==> src/rtl/sixteen_bit_vm_instruction_execute_macros.svh <==
// Assertion macros shared by the RTL files.
`ifndef SIXTEEN_BIT_VM_INSTRUCTION_EXECUTE_MACROS_SVH
`define SIXTEEN_BIT_VM_INSTRUCTION_EXECUTE_MACROS_SVH

`ifndef SYNTHESIS
// Check that a property holds at every clock outside reset.
`define SVM_ASSERT(label, prop, msg) \
  label: assert property (@(posedge clk) disable iff (!rst_n) prop) else $error(msg);
// Check that a condition never comes true outside reset.
`define SVM_NEVER(label, cond, msg) \
  label: assert property (@(posedge clk) disable iff (!rst_n) !(cond)) else $error(msg);
`else
`define SVM_ASSERT(label, prop, msg)
`define SVM_NEVER(label, cond, msg)
`endif

`endif

==> src/rtl/svm_pkg.sv <==
package svm_pkg;

  // Input and result words
  typedef struct packed {
    logic        opcode;
    logic [15:0] data_word;
  } in_t;

  typedef struct packed {
    logic               write_valid;
    logic signed [15:0] write_value;
    logic               halted;
    logic [2:0]         fault;
    logic [31:0]        clock_count;
  } out_t;

  // Item kinds
  localparam logic ITEM_LOAD = 1'b0;
  localparam logic ITEM_EXEC = 1'b1;

  // Instruction opcodes
  localparam logic [4:0] OP_LOAD    = 5'd0;
  localparam logic [4:0] OP_STORE   = 5'd1;
  localparam logic [4:0] OP_ADD     = 5'd2;
  localparam logic [4:0] OP_ADDC    = 5'd3;
  localparam logic [4:0] OP_SUB     = 5'd4;
  localparam logic [4:0] OP_SUBC    = 5'd5;
  localparam logic [4:0] OP_AND     = 5'd6;
  localparam logic [4:0] OP_XOR     = 5'd7;
  localparam logic [4:0] OP_COMPL   = 5'd8;
  localparam logic [4:0] OP_SHL     = 5'd9;
  localparam logic [4:0] OP_SHLA    = 5'd10;
  localparam logic [4:0] OP_SHR     = 5'd11;
  localparam logic [4:0] OP_SHRA    = 5'd12;
  localparam logic [4:0] OP_COMP    = 5'd13;
  localparam logic [4:0] OP_GETSTAT = 5'd14;
  localparam logic [4:0] OP_PUTSTAT = 5'd15;
  localparam logic [4:0] OP_JUMP    = 5'd16;
  localparam logic [4:0] OP_JUMPL   = 5'd17;
  localparam logic [4:0] OP_JUMPE   = 5'd18;
  localparam logic [4:0] OP_JUMPG   = 5'd19;
  localparam logic [4:0] OP_CALL    = 5'd20;
  localparam logic [4:0] OP_RET     = 5'd21;
  localparam logic [4:0] OP_READ    = 5'd22;
  localparam logic [4:0] OP_WRITE   = 5'd23;
  localparam logic [4:0] OP_HALT    = 5'd24;
  localparam logic [4:0] OP_NOOP    = 5'd25;

  // Fault codes
  localparam logic [2:0] FAULT_NONE     = 3'd0;
  localparam logic [2:0] FAULT_BAD_ADDR = 3'd1;
  localparam logic [2:0] FAULT_STACK    = 3'd2;
  localparam logic [2:0] FAULT_PC_PAST  = 3'd3;
  localparam logic [2:0] FAULT_TOO_BIG  = 3'd4;

  // Status flag bits
  localparam int FLAG_CARRY = 0;
  localparam int FLAG_GT    = 1;
  localparam int FLAG_EQ    = 2;
  localparam int FLAG_LT    = 3;
  localparam int FLAG_OVF   = 4;

  // Clock weights
  localparam logic [4:0] CYC_BASIC = 5'd1;
  localparam logic [4:0] CYC_MEM   = 5'd4;
  localparam logic [4:0] CYC_IO    = 5'd28;

  // Stack frame
  localparam logic [2:0] FRAME_LAST = 3'd5;
  localparam logic [2:0] POP_LAST   = 3'd6;

  // Controller to datapath commands
  typedef struct packed {
    logic       capture;
    logic       append;
    logic       fetch;
    logic       decode;
    logic       exec;
    logic       mem_wb;
    logic       push;
    logic       pop;
    logic       finish;
    logic [2:0] step;
  } cmd_t;

  // Datapath to controller status
  typedef struct packed {
    logic halted;
    logic load_mem;
    logic call_ok;
    logic ret_ok;
  } sts_t;

endpackage

==> src/rtl/svm_ctrl.sv <==
`include "sixteen_bit_vm_instruction_execute_macros.svh"

module svm_ctrl (
  input  logic          clk,
  input  logic          rst_n,
  input  logic          in_valid,
  input  logic          in_opcode,
  output logic          in_ready,
  output logic          out_valid,
  input  logic          out_ready,
  input  svm_pkg::sts_t sts,
  output svm_pkg::cmd_t cmd
);
  import svm_pkg::*;

  typedef enum logic [8:0] {
    S_IDLE   = 9'b000000001,
    S_APPEND = 9'b000000010,
    S_FETCH  = 9'b000000100,
    S_DECODE = 9'b000001000,
    S_EXEC   = 9'b000010000,
    S_MEMWB  = 9'b000100000,
    S_PUSH   = 9'b001000000,
    S_POP    = 9'b010000000,
    S_DONE   = 9'b100000000
  } state_t;

  state_t     state_r, state_nxt;
  logic [2:0] step_r, step_nxt;
  logic       out_valid_r, out_valid_nxt;
  logic       slot_free;

  assign in_ready  = (state_r == S_IDLE);
  assign out_valid = out_valid_r;
  assign slot_free = !out_valid_r || out_ready;

  // Sequence one item through append or fetch, decode, execute, write-back and the stack sweeps
  always_comb begin
    state_nxt     = state_r;
    step_nxt      = step_r;
    out_valid_nxt = out_valid_r && !out_ready;
    cmd           = '0;
    cmd.step      = step_r;
    unique case (state_r)
      S_IDLE: begin
        if (in_valid) begin
          cmd.capture = 1'b1;
          if (sts.halted) begin
            state_nxt = S_DONE;
          end else if (in_opcode == ITEM_LOAD) begin
            state_nxt = S_APPEND;
          end else begin
            state_nxt = S_FETCH;
          end
        end
      end
      S_APPEND: begin
        cmd.append = 1'b1;
        state_nxt  = S_DONE;
      end
      S_FETCH: begin
        cmd.fetch = 1'b1;
        state_nxt = S_DECODE;
      end
      S_DECODE: begin
        cmd.decode = 1'b1;
        state_nxt  = S_EXEC;
      end
      S_EXEC: begin
        cmd.exec = 1'b1;
        step_nxt = '0;
        if (sts.load_mem) begin
          state_nxt = S_MEMWB;
        end else if (sts.call_ok) begin
          state_nxt = S_PUSH;
        end else if (sts.ret_ok) begin
          state_nxt = S_POP;
        end else begin
          state_nxt = S_DONE;
        end
      end
      S_MEMWB: begin
        cmd.mem_wb = 1'b1;
        state_nxt  = S_DONE;
      end
      S_PUSH: begin
        cmd.push = 1'b1;
        step_nxt = step_r + 3'd1;
        if (step_r == FRAME_LAST) begin
          state_nxt = S_DONE;
        end
      end
      S_POP: begin
        cmd.pop  = 1'b1;
        step_nxt = step_r + 3'd1;
        if (step_r == POP_LAST) begin
          state_nxt = S_DONE;
        end
      end
      S_DONE: begin
        if (slot_free) begin
          cmd.finish    = 1'b1;
          out_valid_nxt = 1'b1;
          state_nxt     = S_IDLE;
        end
      end
      default: begin
        state_nxt = S_IDLE;
      end
    endcase
  end

  always_ff @(posedge clk) begin
    if (!rst_n) begin
      state_r     <= S_IDLE;
      step_r      <= '0;
      out_valid_r <= 1'b0;
    end else begin
      state_r     <= state_nxt;
      step_r      <= step_nxt;
      out_valid_r <= out_valid_nxt;
    end
  end

  `SVM_ASSERT(a_halted_skips, (state_r == S_IDLE && in_valid && sts.halted) |=> (state_r == S_DONE), "halted item not sent straight to done")
  `SVM_NEVER(a_push_step, (state_r == S_PUSH && step_r > FRAME_LAST), "push sweep overran frame")
  `SVM_NEVER(a_pop_step, (state_r == S_POP && step_r > POP_LAST), "pop sweep overran frame")

endmodule

==> config.mk <==
export PLATFORM = sky130hd
export DESIGN_NAME = svm_ctrl
export DESIGN_NICKNAME = d
export VERILOG_FILES = /design/src/rtl/svm_pkg.sv /design/src/rtl/svm_ctrl.sv
export VERILOG_INCLUDE_DIRS = /design/src /design/src/rtl
export SDC_FILE = /design/constraint.sdc
export NUM_CORES = 1
export LEC_CHECK = 0
export ABC_AREA = 1
export ABC_CLOCK_PERIOD_IN_PS = 2900
export BUFFER_PORTS_ARGS = -buffer_cell sky130_fd_sc_hd__buf_2
export CORE_AREA = 2 2 44 46
export DETAILED_ROUTE_END_ITERATION = 10
export DIE_AREA = 0 0 46 48
export GPL_TIMING_DRIVEN = 0
export PLACE_DENSITY_LB_ADDON = 0.25
export SYNTH_ARGS = -nofsm -noshare
export SYNTH_HDL_FRONTEND = slang
export SYNTH_SLANG_ARGS = --single-unit
==> constraint.sdc <==
create_clock -name clk -period 2.9 [get_ports clk]
set_input_delay 0.29 -clock clk [delete_from_list [all_inputs] [get_ports clk]]
set_output_delay 0.29 -clock clk [all_outputs]
set_load 0.05 [all_outputs]
---- After elaboration in Yosys (flattened, before gate mapping) ----
Index checks and enable logic that the tools add are counted.
cells by class
  add/sub/neg operators ................... 1
  multiplexer cells ....................... 24
  reductions and logical operators ........ 8
  eq/ne operators ......................... 15
operator list
  operator                                       number
  2-to-1 mux 9 bit                               8
  one-hot mux 9 bit (8 select lines)             1
  2-to-1 mux 1 bit                               13
  == test 9 x 1 -> 1 bit, second input constant  1
  == test 9 x 2 -> 1 bit, second input constant  1
  == test 9 x 3 -> 1 bit, second input constant  1
  == test 9 x 4 -> 1 bit, second input constant  1
  == test 9 x 5 -> 1 bit, second input constant  1
  == test 9 x 6 -> 1 bit, second input constant  1
  == test 9 x 7 -> 1 bit, second input constant  1
  == test 9 x 8 -> 1 bit, second input constant  1
  == test 9 bit, second input constant           1
  != test 2 bit, second input constant           4
  == test 3 bit, second input constant           2
  one-hot mux 3 bit (2 select lines)             1
  AND reduction 4 bit                            1
  OR reduction 2 bit                             2
  adder 3 x 1 -> 3 bit, second input constant    1
  2-to-1 mux 3 bit                               1
  zero test 1 bit                                2
  nonzero test 2 bit                             1
  logical AND 1 bit                              1
  logical OR 1 bit                               1
word-level totals
  output and inout bits ................... 14
  register bits after elaboration ......... 13
  input port bits ......................... 9
  logic and storage cells ................. 51

---- Logic depth before layout (Yosys ltp) ----
  depth in word-level cells ............... 4
  gate-level depth with buffers ........... 10
  depth with buffers taken out ............ 10

---- Worst setup path before layout ----
OpenSTA, ideal clock, no wires.
  path kind ............................... reg2out
  start point ............................. register state_r[4]
  end point ............................... output port cmd[11] in the netlist's numbering
  path slack .............................. 1143 ps
  buffers on the path ..................... 0
  arrival ................................. 1467 ps
  data required time ...................... 2610 ps
  cell stages (with the launch flop) ...... 6
  cell sequence ........................... dfxtp_1 > nor2_2 > nand2_2 > nor2_1 > nand2_1 > nor2_1
RTL lines
  what                      RTL line         text
  start: declaration        svm_ctrl.sv:28   state_t state_r, state_nxt;
  start signal: assignment  svm_ctrl.sv:119  state_r <= state_nxt;
  end: declaration          svm_ctrl.sv:12   output svm_pkg::cmd_t cmd

==> results.toml <==
[outcome]
status = "complete, no violations"

[cells_and_area]
final_common_cell = "nor2_1"
utilization = 0.624
final_cell_area_um2 = 1050
finalNetCount = 181
multi_input_comb_area_um2 = 523
fill_cells = 167
regArea_um2 = 260
antennaDiodeCount = 0
area_growth_pct = 17.6
instances_no_fill = 185
final_cell_mix = "25 x nor2_1, 24 x inv_1, 23 x nand2_1"
drive_gt1_frac = 0.298

[power]
seqPwrFrac = 0.303
internal-power_uw = 370
switching_power_uw = 379
p_clk_frac = 0.162
peakVddDrop_mv = 0.415
swShare = 0.506
p_per_area_nw_per_um2 = 711
comb_power_share = 0.535
power.leakage_uw = 0.000571

[synthesis]
synth.area.top_cells = "dfxtp_1 29%, nor2_1 10%, inv_1 10%, nand2_1 9.6%, nand3_1 6.7%"
syn_inst = 142
yosysSeqAreaShare = 0.291
synth_area_um2 = 896
avgSynthCellArea_um2 = 6.31
synth-seq-cells = 13
ys_types = 21
yosysWarnings = 0
synth_top_area_frac = 0.291
yosysTopAreaCell = "dfxtp_1"
synth_fp_nets = 154

[timing]
setup_tns_ns = 0
finalMaxSlewViolations = 0
finClkSkew_ns = 0.00804
setup_viol = 0
min_period_over_period = 0.657
hold_viol = 0
max_freq_ghz = 0.525
relSlewSlack = 0.779
post-route-min-period_ns = 1.91
worst_pin_slew_ns = 0.329
rsz0062_at_grt = "no"

[cts]
cts_tree = "yes"
postCtsSetupBuffers = 0
clkLatencyLatePin_ns = 0.29
post_cts_resized = 0
cts_buffers = 3
htreeDepth = 1
cts-root-buf = "clkbuf_4"
clock_sinks = 13
ctsHoldBuffers = 0
clockBufferDepth = 2
clkTransAtPathRegs_ns = 0.09

[worst_setup_path]
critPathLaunch = "state_r[4]$_SDFFE_PN0P_"
crit_slowest_cell = "dfxtp_1"
cp.arrival_ns = 1.62
endpoint_kind = "output pin"
timing.rr.end = "state_r[7]$_SDFFE_PN0P_"
path_common_cell = "nor2_1"
criticalPathCategory = "reg2out"
reg2reg_from = "state_r[4]$_SDFFE_PN0P_"
rrSetupSlack_ns = 1.50
worstPathMaxFanout = 4
reg2regPathDepth = 8
startpoint_type = "flip-flop"
crit_chain = "nor2_2 -> nand2_2 -> nor2_1 -> nand2_1 -> nor2_1 -> buf_2"
crit_required_ns = 2.61
crit_end = "cmd[11]"
slowest_delay_ns = 0.35

[detailed_routing]
route.detailed.drc = 0
vias = 925
viasPerCell = 5.00
wl_um = 2080
drtIter0Drc = 32
ant_nets = 0
wire_per_inst_um = 11.3
first_pass_iters = 4

[global_routing]
grt_max_degree = 8
gr-usage-all-layers = 0.227
antenna_found_initial = 0
grt_pass1_wl_um = 3510
grt_overflow_total = 0
grt_pass1_vias = 865

[floorplanning]
num_io_pins = 23
initial_core_util = 0.530
rows = 15
dieArea_um2 = 2210
fp.dieW_um = 46
die_h_um = 48
design.core.area_um2 = 1690

[placed_design]
place.gp.congestion = 0.845
place_inst = 181
port-buffer-count = 22
dpl_cell_area_um2 = 1030
dpl.hpwl_um = 1660

[hold_path]
hold_class = "in2reg"

[job]
max_cap_viol_count = 0
==> worst max-delay path: cells and delay by family (launching register included) <==
family,cells,cell delay (ns)
flip-flops,1,0.35
AND/OR/NAND/NOR,5,0.71
buffers and inverters,1,0.26
==> kinds of logic after synthesis <==
group | share of synthesized area
AO/OA/AOI/OAI | 0.0796
adder cells (fa/ha/maj) | 0.0419
buffers and inverters | 0.126
flip-flops | 0.291
AND/OR/NAND/NOR | 0.462
==> registers in the layout, indices dropped and copies added, names as in the netlist <==
| signal | cells |
|---|---|
| out_valid | 1 |
| state_r | 9 |
| step_r | 3 |
==> metrics by stage <==
stage	hold slack (ns)	worst slack, ns	power, µW
floorplan	0.374	1.14	554
global placement	0.479	1.37	619
detailed placement	0.503	1.35	629
CTS	0.257	1.02	748
global route	0.272	0.888	805
finish	0.256	0.995	749
==> synth_stat cells <==
library cell,instances
a21oi_1,3
nor2_2,7
o21a_1,1
o211ai_1,1
inv_2,5
a21oi_2,3
clkinv_1,1
o21ai_0,1
nand3_2,1
nand3_4,1
inv_1,24
dfxtp_1,13
nand2_1,23
nand2_2,6
o21ai_1,2
nor3_1,6
ha_1,3
nand4_1,2
nand3_1,12
nor2_4,2
nor2_1,25
==> routing by layer <==
metal | part of all wire | vias to the layer above | wire [µm] | global-route usage
li1 | - | 486 | - | -
met5 | 0 | - | 0 | 0
met1 | 0.43 | 412 | 891 | 0.250
met4 | 0.021 | 0 | 43 | 0.120
met2 | 0.52 | 22 | 1070 | 0.417
met3 | 0.035 | 5 | 73 | 0.0340
==> worst min-delay path by stage <==
stage,startpoint,endpoint,slack (ns),cells after the start
6_report,rst_n,state_r[0]$_SDFFE_PN1P_,0.26,2
5_1_grt,rst_n,state_r[0]$_SDFFE_PN1P_,0.27,2
4_1_cts,rst_n,state_r[0]$_SDFFE_PN1P_,0.26,2
3_5_place_dp,step_r[2]$_SDFFE_PN0P_,step_r[2]$_SDFFE_PN0P_,0.50,1
3_3_place_gp,step_r[2]$_SDFFE_PN0P_,step_r[2]$_SDFFE_PN0P_,0.48,1
2_1_floorplan,rst_n,state_r[0]$_SDFFE_PN1P_,0.37,1
==> power groups by stage <==
stage                     sequential, µW  clock (µW)  combinational [µW]
final                                227         121                 401
after CTS                            226         122                 400
after global routing                 232         130                 442
after floorplan                      235           0                 318
after global placement               229           0                 390
after detailed placement             230           0                 399
==> layout make-up <==
type | instances | area share
clock buffer | 4 | 0.0249
timing repair buffer | 22 | 0.105
multi-input combinational | 99 | 0.496
sequential | 13 | 0.247
tap | 17 | 0.0202
inverter | 30 | 0.107
No activity file was read; power rests on OpenSTA's default activity.
